--- src/rtl/assert_macros.svh ---
// ----------------------------------------------------------------------------
// Assertion macros
// Shared concurrent assertion forms for the pharmacode encoder RTL.
// ----------------------------------------------------------------------------
`ifndef ASSERT_MACROS_SVH
`define ASSERT_MACROS_SVH

// The condition holds at every clock edge outside reset.
`define ASSERT_ALWAYS(LBL, CLK, RSTN, COND) \
    LBL: assert property (@(posedge CLK) disable iff (!RSTN) (COND)) \
        else $error("assertion failed: %m");

// The consequent holds in the same cycle as the antecedent.
`define ASSERT_IMPLIES(LBL, CLK, RSTN, ANTE, CONS) \
    LBL: assert property (@(posedge CLK) disable iff (!RSTN) (ANTE) |-> (CONS)) \
        else $error("assertion failed: %m");

// The consequent holds in the cycle after the antecedent.
`define ASSERT_NEXT(LBL, CLK, RSTN, ANTE, CONS) \
    LBL: assert property (@(posedge CLK) disable iff (!RSTN) (ANTE) |=> (CONS)) \
        else $error("assertion failed: %m");

`endif

--- src/rtl/tpe_pkg.sv ---
// ----------------------------------------------------------------------------
// Pharmacode encoder package
// Types and fixed constants shared by the two-track pharmacode encoder.
// ----------------------------------------------------------------------------
`default_nettype none

package tpe_pkg;

    // Field widths fixed by the item format.
    localparam int VALUE_W = 27;
    localparam int POS_W   = 4;
    localparam int DIGIT_W = 2;

    // Accepted value range: the top end is sixteen digits of three.
    localparam logic [VALUE_W-1:0] VALUE_MIN = 27'd4;
    localparam logic [VALUE_W-1:0] VALUE_MAX = 27'd64570080;

    // Reciprocal of three: floor(v / 3) = (v * RECIP3) >> RECIP3_SHIFT.
    localparam logic [31:0] RECIP3       = 32'hAAAA_AAAB;
    localparam int          RECIP3_SHIFT = 33;

    // Bijective base-3 digit codes.
    localparam logic [DIGIT_W-1:0] DIGIT_ONE   = 2'd1;
    localparam logic [DIGIT_W-1:0] DIGIT_TWO   = 2'd2;
    localparam logic [DIGIT_W-1:0] DIGIT_THREE = 2'd3;

    // Result status codes.
    localparam logic STATUS_OK    = 1'b0;
    localparam logic STATUS_RANGE = 1'b1;

    // Sequencer states.
    typedef enum logic [1:0] {
        ST_IDLE,
        ST_DIVIDE,
        ST_EMIT,
        ST_ERROR
    } seq_state_t;

    // One result item as it travels from the sequencer to the output stage.
    typedef struct packed {
        logic             status;
        logic             top_bar;
        logic             bottom_bar;
        logic [POS_W-1:0] bar_position;
        logic             last;
    } bar_item_t;

endpackage

`default_nettype wire

--- src/rtl/tpe_div3.sv ---
// ----------------------------------------------------------------------------
// Divide-by-three step unit
// Takes one bijective base-3 digit off a value and returns the rest.
// ----------------------------------------------------------------------------
`default_nettype none

module tpe_div3 (
    input  wire logic [tpe_pkg::VALUE_W-1:0] operand,
    output logic      [tpe_pkg::DIGIT_W-1:0] digit,
    output logic      [tpe_pkg::VALUE_W-1:0] quotient
);
    import tpe_pkg::*;

    logic [59:0]        prod;
    logic [VALUE_W-1:0] q_floor;
    logic [VALUE_W+1:0] q_times3;
    logic [VALUE_W+1:0] diff;
    logic [1:0]         rem;

    // Floor division by three through the reciprocal.
    always_comb
    begin
        prod    = 60'(operand) * 60'(RECIP3);
        q_floor = prod[RECIP3_SHIFT +: VALUE_W];
    end

    // Remainder, then digit in 1..3 and the quotient (operand - digit) / 3.
    always_comb
    begin
        q_times3 = {2'b00, q_floor} + {1'b0, q_floor, 1'b0};
        diff     = {2'b00, operand} - q_times3;
        rem      = diff[1:0];
        if (rem == 2'd0)
        begin
            digit    = DIGIT_THREE;
            quotient = q_floor - VALUE_W'(1);
        end
        else
        begin
            digit    = rem;
            quotient = q_floor;
        end
    end

endmodule

`default_nettype wire

--- src/rtl/tpe_seq.sv ---
// ----------------------------------------------------------------------------
// Pharmacode sequencer
// Range check, digit loop over the shared divide unit, and bar emission.
// ----------------------------------------------------------------------------
`default_nettype none

`include "assert_macros.svh"

module tpe_seq #(
    parameter int MAX_BARS = 16
) (
    input  wire logic                        clk,
    input  wire logic                        rst_n,
    input  wire logic                        in_valid,
    input  wire logic [tpe_pkg::VALUE_W-1:0] value,
    output logic                             in_ready,
    output logic      [tpe_pkg::VALUE_W-1:0] div_operand,
    input  wire logic [tpe_pkg::DIGIT_W-1:0] div_digit,
    input  wire logic [tpe_pkg::VALUE_W-1:0] div_quotient,
    input  wire logic                        out_free,
    output logic                             out_load,
    output tpe_pkg::bar_item_t               out_item
);
    import tpe_pkg::*;

    localparam int IDX_W = (MAX_BARS > 1) ? $clog2(MAX_BARS) : 1;
    localparam int CNT_W = $clog2(MAX_BARS + 1);
    localparam logic [CNT_W-1:0] CNT_ONE = CNT_W'(1);
    localparam logic [CNT_W-1:0] CNT_MAX = CNT_W'(MAX_BARS);

    seq_state_t         state_reg, state_next;
    logic [VALUE_W-1:0] work_reg, work_next;
    logic [CNT_W-1:0]   cnt_reg, cnt_next;
    logic [CNT_W-1:0]   emit_reg, emit_next;

    // Digits, least significant first; each entry is written before it is read.
    logic [DIGIT_W-1:0] digit_mem [MAX_BARS];

    logic               in_range;
    logic               work_zero;
    logic               div_en;
    logic               emit_last;
    logic [CNT_W-1:0]   rd_pos;
    logic [DIGIT_W-1:0] rd_digit;

    // Status terms.
    always_comb
    begin
        in_range  = (value >= VALUE_MIN) && (value <= VALUE_MAX);
        work_zero = (work_reg == '0);
        emit_last = (emit_reg == cnt_reg - CNT_ONE);
        rd_pos    = cnt_reg - CNT_ONE - emit_reg;
        rd_digit  = digit_mem[rd_pos[IDX_W-1:0]];
    end

    assign div_operand = work_reg;

    // Next state.
    always_comb
    begin
        state_next = state_reg;
        unique case (state_reg)
            ST_IDLE:
            begin
                if (in_valid)
                begin
                    state_next = in_range ? ST_DIVIDE : ST_ERROR;
                end
            end
            ST_DIVIDE:
            begin
                if (!div_en)
                begin
                    state_next = work_zero ? ST_EMIT : ST_ERROR;
                end
            end
            ST_EMIT:
            begin
                if (out_free && emit_last)
                begin
                    state_next = ST_IDLE;
                end
            end
            ST_ERROR:
            begin
                if (out_free)
                begin
                    state_next = ST_IDLE;
                end
            end
            default:
            begin
                state_next = ST_IDLE;
            end
        endcase
    end

    // Sequencer outputs.
    always_comb
    begin
        in_ready              = 1'b0;
        div_en                = 1'b0;
        out_load              = 1'b0;
        out_item.status       = STATUS_OK;
        out_item.top_bar      = 1'b0;
        out_item.bottom_bar   = 1'b0;
        out_item.bar_position = '0;
        out_item.last         = 1'b0;
        unique case (state_reg)
            ST_IDLE:
            begin
                in_ready = 1'b1;
            end
            ST_DIVIDE:
            begin
                div_en = !work_zero && (cnt_reg < CNT_MAX);
            end
            ST_EMIT:
            begin
                out_load              = out_free;
                out_item.top_bar      = (rd_digit == DIGIT_TWO) || (rd_digit == DIGIT_THREE);
                out_item.bottom_bar   = (rd_digit == DIGIT_ONE) || (rd_digit == DIGIT_THREE);
                out_item.bar_position = POS_W'(emit_reg);
                out_item.last         = emit_last;
            end
            ST_ERROR:
            begin
                out_load        = out_free;
                out_item.status = STATUS_RANGE;
                out_item.last   = 1'b1;
            end
            default:
            begin
                in_ready = 1'b0;
            end
        endcase
    end

    // Working value and counters.
    always_comb
    begin
        work_next = work_reg;
        cnt_next  = cnt_reg;
        emit_next = emit_reg;
        if (in_ready && in_valid)
        begin
            work_next = value;
            cnt_next  = '0;
            emit_next = '0;
        end
        else if (div_en)
        begin
            work_next = div_quotient;
            cnt_next  = cnt_reg + CNT_ONE;
        end
        else if (out_load && (state_reg == ST_EMIT))
        begin
            emit_next = emit_reg + CNT_ONE;
        end
    end

    // Control registers.
    always_ff @(posedge clk or negedge rst_n)
    begin
        if (!rst_n)
        begin
            state_reg <= ST_IDLE;
            work_reg  <= '0;
            cnt_reg   <= '0;
            emit_reg  <= '0;
        end
        else
        begin
            state_reg <= state_next;
            work_reg  <= work_next;
            cnt_reg   <= cnt_next;
            emit_reg  <= emit_next;
        end
    end

    // Digit store write.
    always_ff @(posedge clk)
    begin
        if (div_en)
        begin
            digit_mem[cnt_reg[IDX_W-1:0]] <= div_digit;
        end
    end

    `ASSERT_ALWAYS(a_cnt_bound, clk, rst_n, cnt_reg <= CNT_MAX)
    `ASSERT_IMPLIES(a_emit_clean, clk, rst_n, state_reg == ST_EMIT,
                    work_zero && (cnt_reg != '0) && (emit_reg < cnt_reg))
    `ASSERT_NEXT(a_last_idle, clk, rst_n, out_load && out_item.last, state_reg == ST_IDLE)
    `ASSERT_IMPLIES(a_ok_status, clk, rst_n, out_load && (state_reg == ST_EMIT),
                    out_item.status == STATUS_OK)

endmodule

`default_nettype wire

--- src/rtl/tpe_out.sv ---
// ----------------------------------------------------------------------------
// Pharmacode output stage
// Holds one result item until the downstream side takes it.
// ----------------------------------------------------------------------------
`default_nettype none

module tpe_out (
    input  wire logic         clk,
    input  wire logic         rst_n,
    input  wire logic         load,
    input  wire tpe_pkg::bar_item_t item_in,
    output logic              free,
    output logic              out_valid,
    input  wire logic         out_ready,
    output tpe_pkg::bar_item_t item_out
);
    import tpe_pkg::*;

    logic      valid_reg, valid_next;
    bar_item_t item_reg;

    // The slot may take a new item when empty or being emptied this cycle.
    always_comb
    begin
        free       = !valid_reg || out_ready;
        valid_next = load || (valid_reg && !out_ready);
    end

    always_ff @(posedge clk or negedge rst_n)
    begin
        if (!rst_n)
        begin
            valid_reg <= 1'b0;
        end
        else
        begin
            valid_reg <= valid_next;
        end
    end

    // Payload register.
    always_ff @(posedge clk)
    begin
        if (load)
        begin
            item_reg <= item_in;
        end
    end

    assign out_valid = valid_reg;
    assign item_out  = item_reg;

endmodule

`default_nettype wire

--- src/rtl/two_track_pharmacode_encoder.sv ---
// ----------------------------------------------------------------------------
// Two-track pharmacode encoder
// Turns an integer into top/bottom track bars, most significant bar first.
// ----------------------------------------------------------------------------
// One value is taken per run. A value in 4..64570080 is written in bijective
// base 3, one digit per clock through a single divide-by-three unit; after
// acceptance the sequencer runs the digit loop (up to 16 digits), then a
// check, then emits one bar item per cycle while the output side is ready. A
// value out of range gives a single error item, loaded into the output
// register once it is free; a value that needs more than MAX_BARS bars gives
// the same error item after the digit loop. The input is not ready until the
// last item of a run has been loaded into the output register.
`default_nettype none

module two_track_pharmacode_encoder #(
    parameter int MAX_BARS = 16
) (
    input  wire logic        clk,
    input  wire logic        rst_n,
    input  wire logic        s_axis_tvalid,
    output logic             s_axis_tready,
    input  wire logic [31:0] s_axis_tdata,  // [26:0] value, [31:27] zero
    output logic             m_axis_tvalid,
    input  wire logic        m_axis_tready,
    output logic      [7:0]  m_axis_tdata,  // [0] top_bar, [1] bottom_bar,
                                            // [5:2] bar_position, [7:6] zero
    output logic             m_axis_tlast,
    output logic             m_axis_tuser   // [0] status
);
    import tpe_pkg::*;

    logic               out_free;
    logic               out_load;
    bar_item_t          seq_item;
    bar_item_t          out_item;
    logic [VALUE_W-1:0] div_operand;
    logic [DIGIT_W-1:0] div_digit;
    logic [VALUE_W-1:0] div_quotient;

    // Shared divide-by-three unit.
    tpe_div3 u_div3 (
        .operand  (div_operand),
        .digit    (div_digit),
        .quotient (div_quotient)
    );

    // Sequencer with digit store.
    tpe_seq #(
        .MAX_BARS (MAX_BARS)
    ) u_seq (
        .clk          (clk),
        .rst_n        (rst_n),
        .in_valid     (s_axis_tvalid),
        .value        (s_axis_tdata[VALUE_W-1:0]),
        .in_ready     (s_axis_tready),
        .div_operand  (div_operand),
        .div_digit    (div_digit),
        .div_quotient (div_quotient),
        .out_free     (out_free),
        .out_load     (out_load),
        .out_item     (seq_item)
    );

    // Output register.
    tpe_out u_out (
        .clk       (clk),
        .rst_n     (rst_n),
        .load      (out_load),
        .item_in   (seq_item),
        .free      (out_free),
        .out_valid (m_axis_tvalid),
        .out_ready (m_axis_tready),
        .item_out  (out_item)
    );

    // Pack the result item onto the stream.
    assign m_axis_tdata = {2'b00, out_item.bar_position, out_item.bottom_bar, out_item.top_bar};
    assign m_axis_tlast = out_item.last;
    assign m_axis_tuser = out_item.status;

endmodule

`default_nettype wire

--- config.mk ---
export PLATFORM = sky130hd
export DESIGN_NAME = two_track_pharmacode_encoder
export DESIGN_NICKNAME = d
export VERILOG_FILES = /design/src/rtl/tpe_pkg.sv /design/src/rtl/tpe_div3.sv /design/src/rtl/tpe_seq.sv /design/src/rtl/tpe_out.sv /design/src/rtl/two_track_pharmacode_encoder.sv
export VERILOG_INCLUDE_DIRS = /design/src /design/src/rtl
export SDC_FILE = /design/constraint.sdc
export NUM_CORES = 1
export LEC_CHECK = 0
export ABC_AREA = 1
export BUFFER_PORTS_ARGS = -buffer_cell sky130_fd_sc_hd__buf_2
export CORE_UTILIZATION = 35
export DETAILED_ROUTE_END_ITERATION = 7
export MAX_ROUTING_LAYER = met4
export PLACE_DENSITY = 0.54
export SETUP_SLACK_MARGIN = 0.2
export SLEW_MARGIN = 5
export SYNTH_ARGS = -nofsm -noshare
export SYNTH_HDL_FRONTEND = slang
export SYNTH_SLANG_ARGS = --single-unit
--- constraint.sdc ---
create_clock -name clk -period 10.9 [get_ports clk]
set_input_delay 1.09 -clock clk [delete_from_list [all_inputs] [get_ports clk]]
set_output_delay 1.09 -clock clk [all_outputs]
set_load 0.01 [all_outputs]
==> results of run 1 <==
-- cell type report --
class	count	share of cell area, %
multi-input combinational	1522	67.4
clock inverter	6	0.362
timing repair buffer	42	1.20
sequential	80	12.3
tap	607	4.23
clock buffer	10	1.27
inverter	635	13.3
-- cell usage in the layout, fill, tap and decap left out, drive strengths merged, types with 3 or more instances in the layout --
| master | n |
|---|---|
| inv | 635 |
| nand2 | 517 |
| ha | 232 |
| fa | 204 |
| nor2 | 187 |
| nand3 | 90 |
| a21oi | 73 |
| o21ai | 57 |
| buf | 42 |
| edfxtp | 40 |
| dfrtp | 40 |
| nand4 | 34 |
| nor3 | 24 |
| o21bai | 16 |
| xnor2 | 13 |
| xor2 | 12 |
| nor4 | 10 |
| clkbuf | 10 |
| o22ai | 8 |
| o211ai | 7 |
| nand3b | 6 |
| o221ai | 6 |
| clkinv | 5 |
| o32ai | 4 |
| a32o | 4 |
| o21a | 3 |
| and2 | 3 |
-- routing by layer --
layer	track usage (%)	wire length, um	part of all wire, %
met5	-	0	0
met4	5.32	1320	2.5
met3	3.04	2870	5.4
met2	35.0	23500	44
met1	32.1	25600	48
-- tightest hold or removal path, delay by kind of cell, from the launching register on --
family           cells  cell delay, ns
flip-flops           1            0.37
XOR/XNOR             1            0.08
AND/OR/NAND/NOR      1            0.08
-- logic make-up after synthesis --
family	share of synthesized area, %
AO/OA/AOI/OAI	6.56
XOR/XNOR	1.30
adder cells (fa/ha/maj)	41.6
buffers and inverters	14.7
flip-flops	13.1
other	0.0223
AND/OR/NAND/NOR	22.7
-- cell usage after synthesis (all sizes together) (6+ instances only) --
cell    instances  area share [%]
a21oi          73             2.3
nand2         517              12
nor3           24            0.99
o21ai          57             1.7
o221ai          6            0.31
clkbuf         11            0.31
xnor2          13            0.68
o22ai           8            0.30
xor2           12            0.63
nand3          90             2.8
nand4          34             1.3
edfxtp         40             7.2
dfrtp          40             6.0
nand3b          6            0.27
inv           632              14
o21bai         16            0.72
fa            204              24
ha            232              17
nor4           10            0.37
nor2          187             4.8
o211ai          7            0.31
-- worst max path at each step --
stage,end,slack (ns),cells after the start
6_report,u_seq.div_operand[22],2.03,40
3_5_place_dp,u_seq.div_operand[22],2.07,40
3_3_place_gp,u_seq.div_operand[22],2.11,40
5_1_grt,u_seq.div_operand[22],1.26,39
2_1_floorplan,u_seq.div_operand[22],3.23,38
4_1_cts,u_seq.div_operand[22],2.02,40
-- through the flow --
stage | util, % | area [um^2] | worst slack (ns)
floorplan | - | 16800 | 3.23
global placement | 37.7 | 17700 | 2.11
detailed placement | 37.7 | 17700 | 2.07
CTS | 38.3 | 18000 | 2.02
global route | 38.3 | 18000 | 1.26
finish | 38.3 | 18000 | 2.03
==> flow_metrics.py, run 1 <==
metrics = {
    "setup_path": {
        "required_ns": 11.13,
        "critPathMaxStageDelay_ns": 0.63,
        "path_delay_family": "adder cells",
        "reg2reg_depth": 40,
        "critPathLaunchType": "register",
        "crit_buf_inv": 12,
        "rr_endpoint": "u_seq.div_operand[22]",
        "arrival_ns": 9.10,
        "crit_path_frequent_cell": "inv_1",
        "startpoint": "u_seq.div_operand[3]",
        "ff2ff_setup_slack_ns": 2.03,
        "cp_max_fo": 9,
        "crit_type": "register to register",
        "cp-end-kind": "register",
        "rr_startpoint": "u_seq.div_operand[3]",
        "slowest_stage": "fa_1",
    },
    "timing": {
        "tightest_slew_ns": 1.00,
        "drv_slew": 0,
        "setup_viol": 0,
        "rsz0062_at_grt": "no",
        "setup_tns_ns": 0,
        "post-route-period-util_pct": 81.4,
        "final_hold_viol_count": 0,
        "fin_crit_ns": 8.87,
        "relSlewSlack_pct": 33.3,
        "timing.fmax_mhz": 113,
        "finClkSkew_ns": 0.0115,
        "holdWs_ns": 0.574,
    },
    "clock_tree": {
        "clk_pin_slew_ns": 0.07,
        "cts-htree-levels": 3,
        "postCtsHoldBufs": 0,
        "cts_buffer_depth": 2,
        "cts_buffers": 9,
        "cts-root-buf": "clkbuf_16",
        "post_cts_buffers": 0,
        "insertion_delay_ns": 0.34,
        "numClockSinks": 80,
        "postCtsResizedCells": 0,
        "cts_tree": "done",
    },
    "drt": {
        "wl_um": 53300,
        "vias": 14200,
        "drc": 0,
        "avgViaCountPerCell": 4.90,
        "dr.pass1.iters": 5,
        "drtAntennaViolNets": 0,
        "post_drt_wl_per_cell_um": 18.4,
        "drt_iter0_drc": 1138,
    },
    "placed_design": {
        "placed_cells": 2886,
        "hpwl_um": 47900,
        "io_buffer_count": 40,
        "gp_congestion": 0.966,
    },
    "layout": {
        "drive_gt1_share_pct": 6.01,
        "multiInputGateArea_um2": 12100,
        "fin_cells": 2902,
        "syn2layout_area_growth_pct": 7.11,
        "antenna_cells": 0,
        "nNetsFinal": 2762,
        "fill_cells": 4942,
        "largest_reg_flops": 32,
        "regArea_um2": 2200,
    },
    "yosys": {
        "netlist_area_um2": 16800,
        "synthCells": 2251,
        "synth-warning-count": 0,
        "netlist-cell-type-count": 51,
        "synth-main-ff-cell": "edfxtp_1",
        "synth_edf_count": 40,
        "synthArstFlopShare_pct": 50.0,
        "synth_seq_cells": 80,
        "yosysSeqAreaShare_pct": 13.1,
        "syn_area_per_cell_um2": 7.45,
    },
    "die": {
        "die_w_um": 221,
        "die_height_um": 221,
        "core_um2": 47000,
        "start_util_pct": 35.7,
        "io_pins": 48,
        "design.die.area_um2": 48800,
        "rows": 79,
    },
    "global_routing": {
        "antenna_found_initial": 0,
        "grt_use_total_pct": 22.9,
        "grt_pass1_vias": 14200,
        "grt_pass1_wl_um": 82400,
        "grt.overflow.total": 0,
        "grt_max_degree": 41,
    },
    "hold_path": {
        "min_path_cells": 2,
        "worstHoldEndpoint": "u_seq.emit_reg[4]",
        "hold_class": "register to register",
        "holdCritStartpoint": "u_seq.emit_reg[4]",
    },
    "run_status": {
        "status": "completed",
    },
    "flow_run": {
        "max_cap_violations": 0,
    },
}
Power of run 1 is left out: the tool's default activity adds up to more than one toggle a clock period on the data nets, which glitch-free logic cannot reach.
==> run 2: changes to the inputs <==
==> constraint.sdc (replaced) <==
create_clock -name clk -period 8.6 [get_ports clk]
set_input_delay 0.86 -clock clk [delete_from_list [all_inputs] [get_ports clk]]
set_output_delay 0.86 -clock clk [all_outputs]
set_load 0.01 [all_outputs]
==> run 2 against run 1 <==
Core utilization grew 0.59 points; first-iteration DRC count shrank 24%; wire length shrank 0.36%; final cell count grew 0.96%; fmax grew 12%; final area grew 1.6%; count of clock-buffer cells in the layout shrank 1; non-clock buffer count grew 29; hold slack lost 0.0085 ns; sequential cell count is the same; clock skew shrank 0.0025 ns; sequential share of layout area shrank 0.17 points; critical endpoint is now u_seq.div_operand[9].
==> flow_metrics.py, run 2 (same netlist as run 1, synthesis figures left out) <==
metrics = {
    "setup_path": {
        "slowest_stage": "fa_1",
        "crit_path_frequent_cell": "inv_1",
        "cp-end-kind": "register",
        "critPathLaunchType": "register",
        "critPathMaxStageDelay_ns": 0.56,
        "crit_type": "register to register",
        "required_ns": 8.82,
        "arrival_ns": 8.16,
        "cp_max_fo": 8,
        "startpoint": "u_seq.div_operand[5]",
        "rr_startpoint": "u_seq.div_operand[5]",
    },
    "run_status": {
        "status": "completed",
    },
    "layout": {
        "drive_gt1_share_pct": 7.83,
        "nNetsFinal": 2791,
        "layout.cells.most_common_list": "inv_1 (615), nand2_1 (493), ha_1 (232), fa_1 (199), nor2_1 (158)",
        "final_common_cell": "inv_1",
        "largest_reg_flops": 32,
        "antenna_cells": 0,
        "fill_cells": 4987,
        "syn2layout_area_growth_pct": 8.77,
    },
    "clock_tree": {
        "cts-htree-levels": 3,
        "cts-root-buf": "clkbuf_16",
        "cts_buffer_depth": 2,
        "numClockSinks": 80,
        "post_cts_buffers": 0,
        "clk_pin_slew_ns": 0.06,
        "cts_tree": "done",
        "cts_buffers": 9,
        "insertion_delay_ns": 0.34,
    },
    "timing": {
        "relSlewSlack_pct": 34.3,
        "post-route-period-util_pct": 92.4,
        "timing.fmax_mhz": 126,
        "setup_viol": 0,
        "setup_ws_ns": 0.657,
        "tightest_slew_ns": 0.986,
        "drv_slew": 0,
        "setup_tns_ns": 0,
        "finClkSkew_ns": 0.00897,
        "final_hold_viol_count": 0,
        "rsz0062_at_grt": "no",
        "fin_crit_ns": 7.94,
    },
    "global_routing": {
        "grt_pass1_vias": 14600,
        "grt_use_total_pct": 22.9,
        "grt_util_met3_pct": 4.50,
        "antenna_found_initial": 0,
        "grt-busiest-layer": "met2",
        "grt_pass1_wl_um": 82700,
        "grt.overflow.total": 0,
        "grt_use_met2_pct": 35.0,
        "grtUsageMet1_pct": 30.9,
        "grt_max_degree": 41,
    },
    "drt": {
        "dr.pass1.iters": 8,
        "vias": 14100,
        "wl_um": 53100,
        "drt_iter0_drc": 867,
        "drtAntennaViolNets": 0,
        "drc": 0,
        "avgViaCountPerCell": 4.81,
        "post_drt_wl_per_cell_um": 18.1,
    },
    "die": {
        "start_util_pct": 35.7,
        "die_height_um": 221,
        "core_um2": 47000,
        "die_w_um": 221,
        "design.die.area_um2": 48800,
        "rows": 79,
        "io_pins": 48,
    },
    "placed_design": {
        "io_buffer_count": 40,
        "gp_congestion": 0.999,
        "pre_cts_ws_ns": 0.428,
        "hpwl_um": 47900,
    },
    "hold_path": {
        "hold_class": "register to register",
        "holdCritStartpoint": "u_seq.cnt_reg[4]",
    },
    "flow_run": {
        "max_cap_violations": 0,
    },
}
[run 2: critical path, delay by kind of cell, from the launching register on]
family	cells	cell delay [ns]
adder cells (fa/ha/maj)	10	4.36
XOR/XNOR	1	0.18
flip-flops	1	0.46
AND/OR/NAND/NOR	11	1.40
buffers and inverters	12	1.14
AO/OA/AOI/OAI	2	0.26
[run 2: metal layers]
layer	wire length (um)	vias up
met5	0	-
met3	3470	77
met2	23400	356
li1	-	6998
met1	24900	6665
met4	1410	0
[run 2: area by class of cell]
class                      count  area [um^2]  area share [%]
clock buffer                   9          225            1.23
clock inverter                 6         91.3           0.500
inverter                     635         2380            13.1
multi-input combinational   1522        12200            66.6
sequential                    80         2200            12.1
tap                          607          759            4.16
timing repair buffer          71          433            2.37
[run 2: per-stage QoR]
stage / instance area [um^2] / std cells / util, % / hold WS [ns]
after global routing: 18300 / 2930 / 38.9 / 0.598
after global placement: 17900 / 2915 / 38.1 / 0.550
final: 18300 / 2930 / 38.9 / 0.566
after CTS: 18200 / 2930 / 38.8 / 0.573
after floorplan: 16800 / 2252 / - / 0.510
after detailed placement: 17900 / 2915 / 38.1 / 0.558
[run 2: worst paths after layout]
kind / to / slack (ns) / depth (start not counted)
setup / recovery: u_seq.div_operand[9] / 0.66 / 36
hold / removal: u_seq.cnt_reg[4] / 0.57 / 2
setup reg to reg: u_seq.div_operand[9] / 0.66 / 36
hold reg to reg: u_seq.cnt_reg[4] / 0.57 / 2
max in group asynchronous: u_seq.div_operand[23] / 7.23 / 1
min in group asynchronous: u_seq.div_operand[7] / 0.68 / 1
[run 2: repair_timing]
| item | 4_1_cts | 5_1_grt |
|---|---|---|
| endpoints found under the hold margin | 0 | 0 |
| hold buffers | 0 | 0 |
| setup endpoints to repair | 0 | 22 |
| gates resized for setup | 0 | 15 |
Power of run 2 is left out for the same reason.
==> run 3: changes to the inputs <==
--- a/config.mk
+++ b/config.mk
@@ -7,7 +7,7 @@
 export NUM_CORES = 1
 export LEC_CHECK = 0
 export ABC_AREA = 1
-export BUFFER_PORTS_ARGS = -buffer_cell sky130_fd_sc_hd__buf_2
+export BUFFER_PORTS_ARGS = -buffer_cell sky130_fd_sc_hd__buf_4
 export CORE_UTILIZATION = 35
 export DETAILED_ROUTE_END_ITERATION = 7
 export MAX_ROUTING_LAYER = met4
==> run 3 against run 2 <==
The flow now finishes with violations (design-rule violations); die area stayed put; global-route usage is 0.22 points higher; worst setup slack worse by 0.077 ns; sequential cell count stayed put; via count is 0.65% higher; final cell count is 0.10% higher; highest routed layer unchanged.
==> flow_metrics.py, run 3 (same netlist as run 1, synthesis figures left out) <==
metrics = {
    "global_routing": {
        "grt_pass1_wl_um": 83300,
        "grt.overflow.total": 0,
        "grt_max_degree": 41,
        "grt_use_total_pct": 23.2,
        "grt_pass1_vias": 14500,
        "antenna_found_initial": 0,
    },
    "setup_path": {
        "critPathMaxStageDelay_ns": 0.59,
        "critPathLaunchType": "register",
        "crit_type": "register to register",
        "required_ns": 8.83,
        "path_delay_family": "adder cells",
        "rr_startpoint": "u_seq.div_operand[5]",
        "crit_path_frequent_cell": "nand2_1",
        "crit_buf_inv": 9,
        "slowest_stage": "fa_2",
        "arrival_ns": 8.25,
        "cp_max_fo": 4,
        "startpoint": "u_seq.div_operand[5]",
        "cp-end-kind": "register",
    },
    "clock_tree": {
        "cts_buffers": 9,
        "clk_pin_slew_ns": 0.06,
        "insertion_delay_ns": 0.34,
        "cts-root-buf": "clkbuf_16",
        "postCtsHoldBufs": 0,
        "cts_buffer_depth": 2,
        "cts_tree": "done",
        "cts-htree-levels": 3,
        "numClockSinks": 80,
    },
    "layout": {
        "nNetsFinal": 2793,
        "layout.cells.most_common_list": "inv_1 (615), nand2_1 (493), ha_1 (232), fa_1 (198), nor2_1 (159)",
        "final_common_cell": "inv_1",
        "fill_cells": 4921,
        "syn2layout_area_growth_pct": 9.55,
        "fin_cells": 2933,
        "antenna_cells": 0,
        "drive_gt1_share_pct": 7.95,
        "largest_reg_flops": 32,
    },
    "placed_design": {
        "hpwl_um": 48400,
        "placed_cells": 2915,
        "pre_cts_ws_ns": 0.394,
        "gp_congestion": 1.00,
        "io_buffer_count": 40,
    },
    "drt": {
        "drc": 1,
        "avgViaCountPerCell": 4.84,
        "vias": 14200,
        "drtAntennaViolNets": 0,
        "wl_um": 53700,
        "drt_iter0_drc": 924,
        "post_drt_wl_per_cell_um": 18.3,
        "dr.pass1.iters": 8,
    },
    "die": {
        "design.die.area_um2": 48800,
        "rows": 79,
        "io_pins": 48,
        "die_w_um": 221,
        "core_um2": 47000,
        "start_util_pct": 35.7,
        "die_height_um": 221,
    },
    "timing": {
        "tightest_slew_ns": 0.912,
        "final_hold_viol_count": 0,
        "post-route-period-util_pct": 93.3,
        "fin_crit_ns": 8.02,
        "finClkSkew_ns": 0.00979,
        "drv_slew": 0,
        "setup_tns_ns": 0,
        "rsz0062_at_grt": "no",
        "timing.fmax_mhz": 125,
        "setup_ws_ns": 0.580,
        "setup_viol": 0,
        "relSlewSlack_pct": 39.0,
    },
    "hold_path": {
        "hold_class": "input pin to async pin",
    },
    "flow_run": {
        "max_cap_violations": 0,
    },
    "run_status": {
        "status": "finished with violations",
        "failed_checks": "design-rule violations",
    },
}
[run 3: cell types whose count changed in the layout (fill, tap and decap cells not counted), moves of 2 or more]
cell	change
buf_4	+41
buf_2	-40
nor2_2	-2
clkinv_4	+2
[run 3: layout make-up]
cell class	instances	area, um^2	area share, %
inverter	635	2380	13.0
clock inverter	6	76.3	0.415
tap	607	759	4.13
multi-input combinational	1522	12200	66.1
sequential	80	2200	12.0
timing repair buffer	73	561	3.05
clock buffer	10	239	1.30
[run 3: what timing repair did]
| item | in CTS | in global routing |
|---|---|---|
| setup endpoints to repair | 0 | 24 |
| setup buffers | 0 | 2 |
| gates resized for setup | 0 | 17 |
[run 3: final timing paths]
kind	to	slack, ns	depth (start not counted)
worst min-delay path	u_seq.div_operand[0]	0.51	1
max in group asynchronous	u_seq.div_operand[23]	7.63	1
worst max register to register	u_seq.div_operand[24]	0.58	38
worst min register to register	u_seq.emit_reg[4]	0.58	2
min in group clk	u_seq.emit_reg[4]	0.58	2
worst max-delay path	u_seq.div_operand[24]	0.58	38
[run 3: per-stage QoR]
stage / area (um^2) / utilization, % / hold slack (ns)
2_1_floorplan: 16800 / - / 0.510
6_report: 18400 / 39.2 / 0.513
3_5_place_dp: 18000 / 38.4 / 0.562
3_3_place_gp: 18000 / 38.4 / 0.550
4_1_cts: 18300 / 39.0 / 0.535
5_1_grt: 18400 / 39.2 / 0.554
[run 3: routing by layer]
metal	up-vias	wire [um]	global-route usage, %
met5	-	0	-
met4	0	1480	6.52
met3	58	3320	4.17
met2	367	23700	35.7
met1	6769	25200	31.1
li1	6993	-	-
Power of run 3 is left out for the same reason.
